**config.mk**
```make
export PLATFORM = sky130hd
export DESIGN_NAME = vrr_ctrl
export DESIGN_NICKNAME = d
export VERILOG_FILES = /design/src/rtl/core/vrr_pkg.sv /design/src/rtl/core/vrr_ctrl.sv
export SDC_FILE = /design/constraint.sdc
export NUM_CORES = 1
export LEC_CHECK = 0
export BUFFER_PORTS_ARGS = -buffer_cell sky130_fd_sc_hd__clkbuf_2
export CORE_ASPECT_RATIO = 0.7
export CORE_MARGIN = 1
export CORE_UTILIZATION = 40
export CTS_CLUSTER_SIZE = 8
export DETAILED_ROUTE_END_ITERATION = 8
export PLACE_DENSITY = 0.65
export SLEW_MARGIN = 20
export SYNTH_ARGS = -nofsm -noshare
export SYNTH_HDL_FRONTEND = slang
export SYNTH_SLANG_ARGS = --single-unit
```
**constraint.sdc**
```tcl
create_clock -name clk -period 2.4 [get_ports clk]
set_input_delay 0.12 -clock clk [delete_from_list [all_inputs] [get_ports clk]]
set_output_delay 0.12 -clock clk [all_outputs]
set_load 0.02 [all_outputs]
```
**src/rtl/core/vrr_pkg.sv**
```systemverilog
`timescale 1ns / 1ps

package vrr_pkg;

	localparam int SLAB_BYTES_DEF = 4096;
	localparam int SUM_W          = 18;

	localparam logic [2:0] FN_OPEN  = 3'd0;
	localparam logic [2:0] FN_DATA  = 3'd1;
	localparam logic [2:0] FN_READ  = 3'd2;
	localparam logic [2:0] FN_POP   = 3'd3;
	localparam logic [2:0] FN_CLEAR = 3'd4;

	typedef enum logic [2:0] {
		ST_OK     = 3'd0,
		ST_EMPTY  = 3'd1,
		ST_TOOBIG = 3'd2,
		ST_SEQERR = 3'd3,
		ST_OFFSET = 3'd4
	} status_t;

	typedef enum logic [1:0] {
		RS_TAIL  = 2'd0,
		RS_TAIL1 = 2'd1,
		RS_OFFS  = 2'd2
	} rd_sel_t;

	typedef struct packed {
		logic    latch;
		logic    set_status;
		status_t status;
		logic    drop;
		logic    count_drop;
		logic    wr_lo;
		logic    wr_hi;
		logic    wr_data;
		logic    rd_en;
		rd_sel_t rd_sel;
		logic    cap_lo;
		logic    cap_hi;
		logic    cap_rval;
		logic    clear;
		logic    out_load;
	} cmd_t;

	typedef struct packed {
		logic [2:0] func;
		logic       rec_open;
		logic       left_zero;
		logic       too_big;
		logic       total_zero;
		logic       need_drop;
		logic       offs_bad;
		logic       out_free;
	} sts_t;

endpackage

```
**src/rtl/core/vrr_ctrl.sv**
```systemverilog
`timescale 1ns / 1ps

module vrr_ctrl (
	input  logic          clk,
	input  logic          arst_n,
	input  logic          in_valid,
	output logic          in_stall,
	input  vrr_pkg::sts_t sts,
	output vrr_pkg::cmd_t cmd
);

	typedef enum logic [13:0] {
		IDLE = 14'b00000000000001,
		DISP = 14'b00000000000010,
		DCHK = 14'b00000000000100,
		DROP = 14'b00000000001000,
		LD0  = 14'b00000000010000,
		LD1  = 14'b00000000100000,
		LD2  = 14'b00000001000000,
		WRLO = 14'b00000010000000,
		WRHI = 14'b00000100000000,
		WDAT = 14'b00001000000000,
		RD   = 14'b00010000000000,
		RDW  = 14'b00100000000000,
		CLR  = 14'b01000000000000,
		FIN  = 14'b10000000000000
	} state_t;

	state_t state_q, state_d;
	logic   ret_q, ret_d;

	assign in_stall = (state_q != IDLE);

	always_comb begin
		cmd     = '0;
		state_d = state_q;
		ret_d   = ret_q;
		unique case (state_q)
			IDLE: begin
				if (in_valid) begin
					cmd.latch = 1'b1;
					state_d   = DISP;
				end
			end
			DISP: begin
				unique case (sts.func)
					vrr_pkg::FN_OPEN: begin
						if (sts.rec_open) begin
							cmd.set_status = 1'b1;
							cmd.status     = vrr_pkg::ST_SEQERR;
							state_d        = FIN;
						end else if (sts.too_big) begin
							cmd.set_status = 1'b1;
							cmd.status     = vrr_pkg::ST_TOOBIG;
							state_d        = FIN;
						end else begin
							state_d = DCHK;
						end
					end
					vrr_pkg::FN_DATA: begin
						if (!sts.rec_open || sts.left_zero) begin
							cmd.set_status = 1'b1;
							cmd.status     = vrr_pkg::ST_SEQERR;
							state_d        = FIN;
						end else begin
							state_d = WDAT;
						end
					end
					vrr_pkg::FN_READ: begin
						if (sts.total_zero) begin
							cmd.set_status = 1'b1;
							cmd.status     = vrr_pkg::ST_EMPTY;
							state_d        = FIN;
						end else if (sts.offs_bad) begin
							cmd.set_status = 1'b1;
							cmd.status     = vrr_pkg::ST_OFFSET;
							state_d        = FIN;
						end else begin
							state_d = RD;
						end
					end
					vrr_pkg::FN_POP: begin
						if (sts.total_zero) begin
							cmd.set_status = 1'b1;
							cmd.status     = vrr_pkg::ST_EMPTY;
							state_d        = FIN;
						end else begin
							state_d = DROP;
						end
					end
					vrr_pkg::FN_CLEAR: begin
						state_d = CLR;
					end
					default: begin
						state_d = FIN;
					end
				endcase
			end
			DCHK: begin
				if (sts.need_drop) begin
					cmd.count_drop = 1'b1;
					cmd.drop       = 1'b1;
					ret_d          = 1'b1;
					state_d        = LD0;
				end else begin
					state_d = WRLO;
				end
			end
			DROP: begin
				cmd.drop = 1'b1;
				ret_d    = 1'b0;
				state_d  = LD0;
			end
			LD0: begin
				cmd.rd_en  = 1'b1;
				cmd.rd_sel = vrr_pkg::RS_TAIL;
				state_d    = LD1;
			end
			LD1: begin
				cmd.rd_en  = 1'b1;
				cmd.rd_sel = vrr_pkg::RS_TAIL1;
				cmd.cap_lo = 1'b1;
				state_d    = LD2;
			end
			LD2: begin
				cmd.cap_hi = 1'b1;
				state_d    = ret_q ? DCHK : FIN;
			end
			WRLO: begin
				cmd.wr_lo = 1'b1;
				state_d   = WRHI;
			end
			WRHI: begin
				cmd.wr_hi = 1'b1;
				ret_d     = 1'b0;
				state_d   = LD0;
			end
			WDAT: begin
				cmd.wr_data = 1'b1;
				ret_d       = 1'b0;
				state_d     = LD0;
			end
			RD: begin
				cmd.rd_en  = 1'b1;
				cmd.rd_sel = vrr_pkg::RS_OFFS;
				state_d    = RDW;
			end
			RDW: begin
				cmd.cap_rval = 1'b1;
				state_d      = FIN;
			end
			CLR: begin
				cmd.clear = 1'b1;
				state_d   = FIN;
			end
			FIN: begin
				if (sts.out_free) begin
					cmd.out_load = 1'b1;
					state_d      = IDLE;
				end
			end
			default: begin
				state_d = IDLE;
			end
		endcase
	end

	always_ff @(posedge clk or negedge arst_n) begin
		if (!arst_n) begin
			state_q <= IDLE;
			ret_q   <= 1'b0;
		end else begin
			state_q <= state_d;
			ret_q   <= ret_d;
		end
	end

	a_onehot: assert property (@(posedge clk) disable iff (!arst_n) $onehot(state_q))
		else $error("state not one-hot");
	a_accept: assert property (@(posedge clk) disable iff (!arst_n)
		(in_valid && !in_stall) |=> (state_q == DISP))
		else $error("accepted transfer not dispatched");
	a_loop: assert property (@(posedge clk) disable iff (!arst_n)
		(state_q == LD2 && ret_q) |=> (state_q == DCHK))
		else $error("drop loop lost");

endmodule

```
==> out/qor.yml <==
worst_setup_path:
  cp_max_fo: 8
  cp_slowest_cell: "or4b_4"
  end_kind: "output pin"
  crit_path_start_kind: "flop"
  slowest_delay_ns: 0.54
  cp.required_ns: 2.28
  crit_type: "flop to output pin"
  ff2ff_setup_slack_ns: 0.49
  worstPathCellList: "nor4_4, nand4b_4, or4b_4, nor2_1, clkbuf_2"
  worstPathArrival_ns: 2.16
place:
  place.gp.congestion: 0.843
  dp_hpwl_um: 1930
  port_buffers: 31
finish:
  antenna_cells: 0
  drive_gt1_share_pct: 34.0
  layout.nets: 161
  utilization_pct: 58.5
  nFillCells: 223
  syn_to_final_growth_pct: 30.8
timing:
  layout_min_cycle_time_ns: 2.28
  final.period_utilization_pct: 95.2
  skew_ns: 0.00844
  tns_ns: 0
  hold_ws_ns: 0.0804
  worstMarginPinSlew_ns: 0.414
  clock.fmax_ghz: 0.438
  hold_violations: 0
  rsz0062_at_grt: "false"
  slew_headroom_pct: 71.7
  finalSetupViolations: 0
  drv_slew: 0
die:
  start_util_pct: 44.7
  die_y_um: 44.1
  core_mm2: 0.00226
  top_level_ports: 32
  row_count: 14
  die_w_um: 62.1
  dieArea_mm2: 0.00274
run_status:
  outcome: "finished, final reports clean"
clock_network:
  htreeDepth: 1
  clk_pin_slew_ns: 0.09
  numCtsBuffers: 3
  clock_path_buffers: 2
  cts_tree: "built"
  cts_sinks: 15
  root_buffer: "clkbuf_4"
  clk_latency_ns: 0.30
drt:
  first_iter_violations: 24
  vias_per_cell: 5.47
  drt_first_pass_iters: 4
  num_vias: 980
  ant_nets: 0
  drt_drc_violations_left: 0
  routedWlPerCell_um: 13.9
  wirelength_um: 2480
flow_run:
  drv_cap: 0
grt:
  grt_overflow: 0
  grt_usage_pct: 21.0
  grt_pass1_vias: 909
  antenna_found_initial: 0
  grt_max_degree: 16
  grt_first_pass_wirelength_um: 4060
synth:
  synth_warnings: 0
  synth.cell_area_mm2: 0.00101
  syn_nets: 120
  ys_ff_latch: 15
  yosysUniqueCellTypes: 43
  synthCells: 107
  yosys-top-cells-area: "dfrtp_1 (35%), nand2b_1 (6.2%), nor2_1 (4.1%)"
  synth_seq_area_share_pct: 37.3
  synth.most_common_cell: "dfrtp_1"
  synth_edf_count: 0
  synthArstFlopShare_pct: 100
  synth_commonest_cells: "dfrtp_1 (14), nor2_1 (11), nand2b_1 (10), nor4_1 (6), o21ai_0 (6)"
  synth.largest_area_cell: "dfrtp_1"
  synth_ff_type: "dfrtp_1"
  synth_top_area_share_pct: 34.7
  avgSynthCellArea_um2: 9.45
power_and_ir_drop:
  vdd_ir_drop_max_uv: 499
  power_density_mw_per_mm2: 662
  leakagePower_nw: 0.634
min_path:
  holdCritPathClass: "primary input to flop"
worst max-delay path, delay by kind of cell, from the launching register on:
family	cells	cell delay [ns]
buffers and inverters	1	0.17
and+or+nand+nor	4	1.20
DFF	1	0.49
layer usage:
| metal | GRT usage, % | wire length [um] | up-vias |
|---|---|---|---|
| met5 | 0 | 0 | - |
| met4 | 6.22 | 20 | 0 |
| met3 | 6.43 | 88 | 4 |
| met2 | 29.1 | 1070 | 20 |
| met1 | 31.4 | 1310 | 474 |
| li1 | - | - | 482 |
cells by family after synthesis:
kind of cell | synth area share, %
xor+xnor | 1.73
flops | 37.3
compound gates | 12.1
simple gates | 46.9
buf+inv | 1.98
path summary, 6_finish.rpt:
path,startpoint,end,depth (start not counted)
worst min-delay path,sts[7],state_q[10],2
min in group asynchronous,arst_n,state_q[6],2
max in group asynchronous,arst_n,state_q[0],2
worst max-delay path,state_q[7],cmd[17],5
worst max register to register,state_q[2],state_q[0],5
worst min register to register,ret_q,state_q[2],1
through the flow:
stage	worst slack (ns)	cell area, um2	instances	total power, mW
3_3_place_gp	0.274	1210	170	0.675
4_1_cts	0.0526	1290	179	0.839
6_report	0.115	1320	179	0.876
3_5_place_dp	0.261	1210	170	0.680
2_1_floorplan	0.376	1010	107	0.589
5_1_grt	0.0115	1320	179	0.930
sequential cells by signal, indices dropped and copies added (netlist names):
name,count
ret_q,1
state_q,14
where the power goes:
group / internal [mW] / leakage, nW / switching [mW]
combinational: 0.166 / 0.415 / 0.223
sequential: 0.283 / 0.205 / 0.0553
clock: 0.0648 / 0.0150 / 0.0835
cells in the final DEF, fill, tap and decap left out, types with 2 or more instances in the layout:
| cell type | Yosys | final |
|---|---|---|
| a21oi_1 | 2 | 2 |
| and2_1 | 2 | 2 |
| and3_1 | 2 | 2 |
| and4_1 | 2 | 2 |
| buf_4 | 0 | 2 |
| clkbuf_2 | 0 | 31 |
| clkbuf_4 | 0 | 3 |
| dfrtp_1 | 14 | 14 |
| dlygate4sd3_1 | 0 | 4 |
| inv_1 | 4 | 4 |
| nand2_1 | 4 | 4 |
| nand2b_1 | 10 | 10 |
| nand3b_1 | 2 | 2 |
| nor2_1 | 11 | 11 |
| nor2b_1 | 5 | 5 |
| nor3_1 | 5 | 5 |
| nor3b_1 | 4 | 4 |
| nor4_1 | 6 | 5 |
| nor4_4 | 1 | 2 |
| o21ai_0 | 6 | 6 |
final cells by class:
class / instances / area, um2 / share of cell area [%]
Tap cell: 32 / 40.0 / 3.03
Sequential cell: 15 / 377 / 28.5
Clock buffer: 4 / 26.3 / 1.99
Inverter: 4 / 15.0 / 1.14
Multi-Input combinational cell: 87 / 654 / 49.5
Timing Repair Buffer: 37 / 210 / 15.9
what timing repair did:
item                       4_1_cts  5_1_grt
pin swaps                        1        1
resized for setup                1        5
gates cloned                     0        0
hold endpoints to repair        17        0
hold buffers                     4        0
setup endpoints to repair        2        6
setup buffers                    1        0
No activity file was read; power rests on OpenSTA's default activity.
